## src/hw/rtl/swh_pkg.sv

```systemverilog
`timescale 1ns / 1ps
`default_nettype none

package swh_pkg;

	// table depth and field widths
	localparam int MAX_COMPONENTS = 64;
	localparam int INDEX_BITS     = 20;
	localparam int VALUE_BITS     = 16;
	localparam int SUM_BITS       = 23;

	// stream packing
	localparam int IN_DATA_BITS  = 72;
	localparam int OUT_DATA_BITS = 72;
	localparam int OUT_USED_BITS = INDEX_BITS + 2 * SUM_BITS;

	typedef enum logic [1:0] {
		CMD_CLEAR  = 2'd0,
		CMD_LOAD   = 2'd1,
		CMD_SAMPLE = 2'd2,
		CMD_NONE   = 2'd3
	} cmd_t;

	// word handed from cell to cell
	typedef struct packed {
		cmd_t                         cmd;
		logic                         done;
		logic [INDEX_BITS-1:0]        freq;
		logic signed [VALUE_BITS-1:0] coef_re;
		logic signed [VALUE_BITS-1:0] coef_im;
		logic [INDEX_BITS-1:0]        time_index;
		logic signed [SUM_BITS-1:0]   acc_re;
		logic signed [SUM_BITS-1:0]   acc_im;
	} word_t;

	// sign-extend a stored value to the sum width
	function automatic logic signed [SUM_BITS-1:0] widen(input logic signed [VALUE_BITS-1:0] v);
		widen = {{(SUM_BITS - VALUE_BITS){v[VALUE_BITS-1]}}, v};
	endfunction

endpackage

`default_nettype wire

```

## src/hw/rtl/swh_cell.sv

```systemverilog
`timescale 1ns / 1ps
`default_nettype none

module swh_cell (
	input  wire                  clk,
	input  wire                  arst_n,
	input  wire                  en,
	input  wire                  in_valid,
	input  swh_pkg::word_t       in_word,
	output logic                 out_valid,
	output swh_pkg::word_t       out_word
);
	import swh_pkg::*;

	logic                         occupied_q;
	logic [INDEX_BITS-1:0]        freq_q;
	logic signed [VALUE_BITS-1:0] re_q;
	logic signed [VALUE_BITS-1:0] im_q;
	logic                         valid_q;
	word_t                        word_q;

	logic  is_load;
	logic  hit;
	logic  fill;
	logic  clr;
	logic  flip;
	word_t nxt;

	// decide what this cell does with the passing word
	always_comb begin
		is_load = in_valid && (in_word.cmd == CMD_LOAD) && !in_word.done;
		hit     = is_load && occupied_q && (freq_q == in_word.freq);
		fill    = is_load && !occupied_q;
		clr     = in_valid && (in_word.cmd == CMD_CLEAR);
		flip    = ^(in_word.time_index & freq_q);
		nxt     = in_word;
		if (hit || fill) begin
			nxt.done = 1'b1;
		end
		if ((in_word.cmd == CMD_SAMPLE) && occupied_q) begin
			if (flip) begin
				nxt.acc_re = in_word.acc_re - widen(re_q);
				nxt.acc_im = in_word.acc_im - widen(im_q);
			end else begin
				nxt.acc_re = in_word.acc_re + widen(re_q);
				nxt.acc_im = in_word.acc_im + widen(im_q);
			end
		end
	end

	// control: occupancy and word valid
	always_ff @(posedge clk or negedge arst_n) begin
		if (!arst_n) begin
			occupied_q <= 1'b0;
			valid_q    <= 1'b0;
		end else if (en) begin
			valid_q <= in_valid;
			if (clr) begin
				occupied_q <= 1'b0;
			end else if (fill) begin
				occupied_q <= 1'b1;
			end
		end
	end

	// payload: entry and passing word
	always_ff @(posedge clk) begin
		if (en) begin
			word_q <= nxt;
			if (hit || fill) begin
				freq_q <= in_word.freq;
				re_q   <= in_word.coef_re;
				im_q   <= in_word.coef_im;
			end
		end
	end

	assign out_valid = valid_q;
	assign out_word  = word_q;

endmodule

`default_nettype wire

```

## config.mk

```make
export PLATFORM = sky130hd
export DESIGN_NAME = swh_cell
export DESIGN_NICKNAME = d
export VERILOG_FILES = /design/src/hw/rtl/swh_pkg.sv /design/src/hw/rtl/swh_cell.sv
export SDC_FILE = /design/constraint.sdc
export NUM_CORES = 1
export LEC_CHECK = 0
export BUFFER_PORTS_ARGS = -buffer_cell sky130_fd_sc_hd__buf_4
export CAP_MARGIN = 10
export CORE_AREA = 8 8 147 149
export CTS_CLUSTER_SIZE = 28
export DETAILED_ROUTE_END_ITERATION = 8
export DIE_AREA = 0 0 155 157
export PLACE_DENSITY = 0.76
export SYNTH_ARGS = -nofsm -noshare
export SYNTH_HDL_FRONTEND = slang
export SYNTH_SLANG_ARGS = --single-unit
```

## constraint.sdc

```tcl
create_clock -name clk -period 4.02 [get_ports clk]
set_clock_uncertainty 0.2 [all_clocks]
set_input_delay 0.804 -clock clk [delete_from_list [all_inputs] [get_ports clk]]
set_output_delay 0.804 -clock clk [all_outputs]
set_load 0.1 [all_outputs]
```

### Word level (Yosys, flattened, before mapping)

Cells that the tools add are included.

* register bits: 175
* input bits: 125
* output and inout port bits: 122
* logic and storage cells: 40

* $add $sub $neg: 4
* eq/ne operators: 3
* mux-type cells: 4
* bitwise logic cells: 1
* reductions and logical operators: 15

Operators with widths (number)
* $mux 46: 2
* $add 23x16->23: 2
* $sub 23x16->23: 2
* $and 20x20->20: 1
* $eq 20x20->1: 1
* $reduce_xor 20->1: 1
* $logic_and 1x1->1: 7
* $reduce_and 2->1: 2
* $eq 2x1->1 const B: 1
* $eq 2x2->1 const B: 1
* $logic_not 1->1: 2
* $logic_not 2->1: 1
* $mux 1: 2
* $reduce_bool 2->1: 1
* $logic_or 1x1->1: 1

### Logic depth before layout (Yosys ltp)

* depth after elaboration: 7
* gate-level depth with buffers: 19
* mapped depth without buffers: 18

### Least setup slack after synthesis

No wires, ideal clock.

* path type: input to register
* start: input in_word[55] in the netlist's numbering
* end: register word_q (netlist bit out_word[21]), data pin
* library setup time: 0.263 ns
* arrival: 4.386 ns
* data required time: 3.557 ns
* path slack: -0.829 ns
* cell stages on the path: 17
* path buffers: 1
* cell sequence: nand2_1 -> xnor2_1 -> xnor2_1 -> xnor3_1 -> xnor2_4 -> buf_2 -> nor2_1 -> a21oi_1 -> ha_1 -> a21o_1 -> a21o_1 -> a211o_1 -> a221o_1 -> a21bo_2 -> a311oi_2 -> xor2_1 -> o21ai_1

RTL lines
* start, declared: RTL line swh_cell.sv:9 `input swh_pkg::word_t in_word,`
* end signal, assigned: RTL line swh_cell.sv:69 `word_q <= nxt;`
* end, declared: RTL line swh_cell.sv:20 `word_t word_q;`

==> results.ini <==
[run_status]
status = finished with violations
violations = setup timing

[clocking]
clockBufferDepth = 2
cts_tree = built
cts_root_buffer = clkbuf_16
htree_levels = 4
cts.sinks = 175
clk_latency_ns = 0.43
clkSlewWorstSetupHoldPaths_ns = 0.08
numCtsBuffers = 17

[layout]
n_fill_cell = 1327
design_area_um2 = 14100
fin_nets = 1346
layout-drive-gt1-share = 0.480
final_core_util = 0.732
syn_to_final_growth_pct = 54.0

[setup_path]
reg2reg_from = freq_q[17]
r2r_cells = 18
required_ns = 3.97
r2r_slack_ns = -0.41
start_kind = input pin
endpoint_kind = register
critPathArrivalTime_ns = 4.41
worstSetupPathType = input pin to register
crit_fanout = 10
r2r_end = out_word[39]

[yosys]
yosys-top-cells-area = edfxtp_1 (57%), ha_1 (6.3%), xor2_1 (6.0%), nand2_1 (4.1%), xnor2_1 (3.8%)
synth.top_cell.area_share = 0.569
synthTopCellsByCount = edfxtp_1 (173), nand2_1 (100), xor2_1 (62), o21ai_0 (60), ha_1 (46)
synth_edf_count = 173
postSynth.asyncResetShare = 0.0114
avgSynthCellArea_um2 = 12.3
synth_most_common_cell = edfxtp_1
synthFlopType = edfxtp_1
ys_warn_count = 0
synth_area_um2 = 9130
synth_seq_cells = 175
synth_top_area_cell = edfxtp_1
syn_nets = 917
ys_seq_area_frac = 0.575
syn_inst = 744
synth_cell_types = 63

[global_route]
grt_pass1_wl_um = 41000
grt_start_max_net_pins = 82
grt_pass1_vias = 7945
grt-ovfl-total = 0
grt_antenna_before_repair = 1
grt_util_all_layers = 0.217

[power_and_ir_drop]
p_per_area_nw_per_um2 = 752
switching_power_uw = 4330
power_frac_comb = 0.629
seqPwrFrac = 0.210
p_leak_uw = 0.00608
vdd_ir_drop_max_mv = 0.323
switching_share = 0.409
power_frac_clock = 0.162
power.internal_uw = 6250

[place]
port_buffers = 246
hpwl_um = 19800
gp_congestion = 0.945
place_area_um2 = 12400

[job]
drv_cap = 0

[timing]
fin_ws_ns = -0.434
period_needed_ns = 4.45
hold_viol = 0
slew_violations = 0
worstMarginPinSlew_ns = 0.921
rsz0062_at_grt = yes
post-route-period-util = 1.11
slew-limit-headroom = 0.384
setup_viol = 30
fmax_mhz = 225

[route]
first_iter_violations = 346
dr_total_vias = 7548
drt_pass1_iterations = 6
drc = 0
drt-total-wl_um = 26800
ant_nets = 0
wl_per_cell_um = 18.5
vias_per_cell = 5.20

[worst_hold_path]
worstHoldStart = out_valid
holdCritPathClass = register to register
min_to = out_valid
min_path_cells = 1

[floorplanning]
initial_core_util = 0.475
std_cell_rows = 51
die_height_um = 157
dieArea_um2 = 24300
fp.coreArea_um2 = 19200
die_w_um = 155
io_pins = 247

kinds of logic after synthesis:
kind of cell | after synthesis | share of synthesized area
mux | 14 | 0.0167
buf+inv | 37 | 0.0158
simple gates | 191 | 0.0993
xor+xnor | 105 | 0.105
flops | 175 | 0.575
fa+ha+maj | 48 | 0.0675
compound gates | 174 | 0.121
layout by cell type, fill, tap and decap left out, types with 6 or more instances in the layout:
cell type  Yosys  final
nand2_1      100     87
a21oi_2        0     12
o31ai_1       13      8
inv_1         16     16
nor2_1        17     13
xnor2_2        1      8
xor2_1        62     57
clkbuf_16      0     17
xnor2_1       40     31
nor3_1         8      8
a21o_1        23     23
buf_6          0     27
nand2_2        0      7
nor2b_1        9      6
nand2b_1      12     10
ha_1          46     42
buf_4          0    395
edfxtp_1     173    173
a21oi_1       30     16
mux2_2         7      7
a31oi_4        0      6
mux2i_1        6      6
o21ai_2        0      9
o21ai_1        7     31
inv_8          0      7
nand3_1       11     10
o21ai_0       60     25
nand4_1        6      6
nand2_4        0      6
repair_timing:
item                                    4_1_cts  5_1_grt
cloned                                        2        0
hold endpoints to repair                      2        0
endpoints found under the setup margin       30       33
buffers inserted                             29        8
hold buffers                                  1        0
resized for setup                            90       67
pin swaps                                    55       35
layer usage:
metal / vias to the layer above / part of all wire / global-route usage / routed length [um]
li1: 3631 / - / - / -
met1: 3584 / 0.39 / 0.251 / 10400
met2: 294 / 0.49 / 0.373 / 13200
met3: 39 / 0.095 / 0.0727 / 2560
met4: 0 / 0.022 / 0.0737 / 582
met5: - / 0 / 0 / 0
layout make-up:
| type | count | area, um^2 | share of cell area |
|---|---|---|---|
| Clock buffer | 17 | 425 | 0.0303 |
| Multi-Input combinational cell | 532 | 4380 | 0.311 |
| Sequential cell | 175 | 5250 | 0.373 |
| Timing Repair Buffer | 430 | 3430 | 0.244 |
| Tap cell | 265 | 332 | 0.0236 |
| Antenna cell | 1 | 2.50 | 0.000178 |
| Inverter | 17 | 63.8 | 0.00454 |
| Clock inverter | 15 | 181 | 0.0129 |
metrics by stage:
step / hold WS, ns / total power [uW] / setup slack [ns] / TNS (ns) / instances
floorplan: 0.299 / 5550 / -0.697 / -8.86 / 744
global placement: 0.301 / 7320 / -0.993 / -25.78 / 1381
detailed placement: 0.317 / 7400 / -1.05 / -27.19 / 1381
CTS: 0.337 / 9980 / -0.392 / -6.33 / 1444
global route: 0.345 / 11100 / -0.599 / -12.81 / 1452
finish: 0.333 / 10600 / -0.434 / -7.80 / 1452
power groups by stage:
stage	clock network [uW]	logic [uW]	registers, uW
2_1_floorplan	0	2450	3100
3_3_place_gp	0	5070	2250
3_5_place_dp	0	5150	2250
4_1_cts	1740	6030	2220
5_1_grt	1800	7100	2230
6_report	1710	6650	2220
state kept, by name, summed over array words and instances, names as in the netlist:
| register | cells |
|---|---|
| freq_q | 20 |
| re_q | 16 |
| out_word | 121 |
| occupied_q | 1 |
| out_valid | 1 |
| im_q | 16 |
worst max-delay path, cell delays in order:
cell      delay, ns
buf_6          0.09
nand2_4        0.06
xor2_4         0.18
xnor2_2        0.16
xnor3_2        0.51
xnor2_4        0.22
buf_12         0.17
nor2b_4        0.16
xnor2_2        0.07
ha_1           0.30
nor2b_1        0.14
o21ai_2        0.16
a21boi_2       0.09
o2111a_2       0.32
o21ai_2        0.19
nand2_2        0.10
a221oi_4       0.30
mux2i_1        0.23
o311ai_1       0.14
how the worst max path moves through the flow:
stage / startpoint / end / slack (ns) / depth (start not counted)
3_5_place_dp: in_word[57] / out_word[21] / -1.05 / 18
3_3_place_gp: in_word[65] / out_word[21] / -0.99 / 18
2_1_floorplan: in_word[61] / out_word[21] / -0.70 / 16
4_1_cts: freq_q[17] / out_word[21] / -0.39 / 19
6_report: in_word[58] / out_word[39] / -0.43 / 19
5_1_grt: in_word[58] / out_word[21] / -0.60 / 20
No activity file was read; power rests on OpenSTA's default activity.
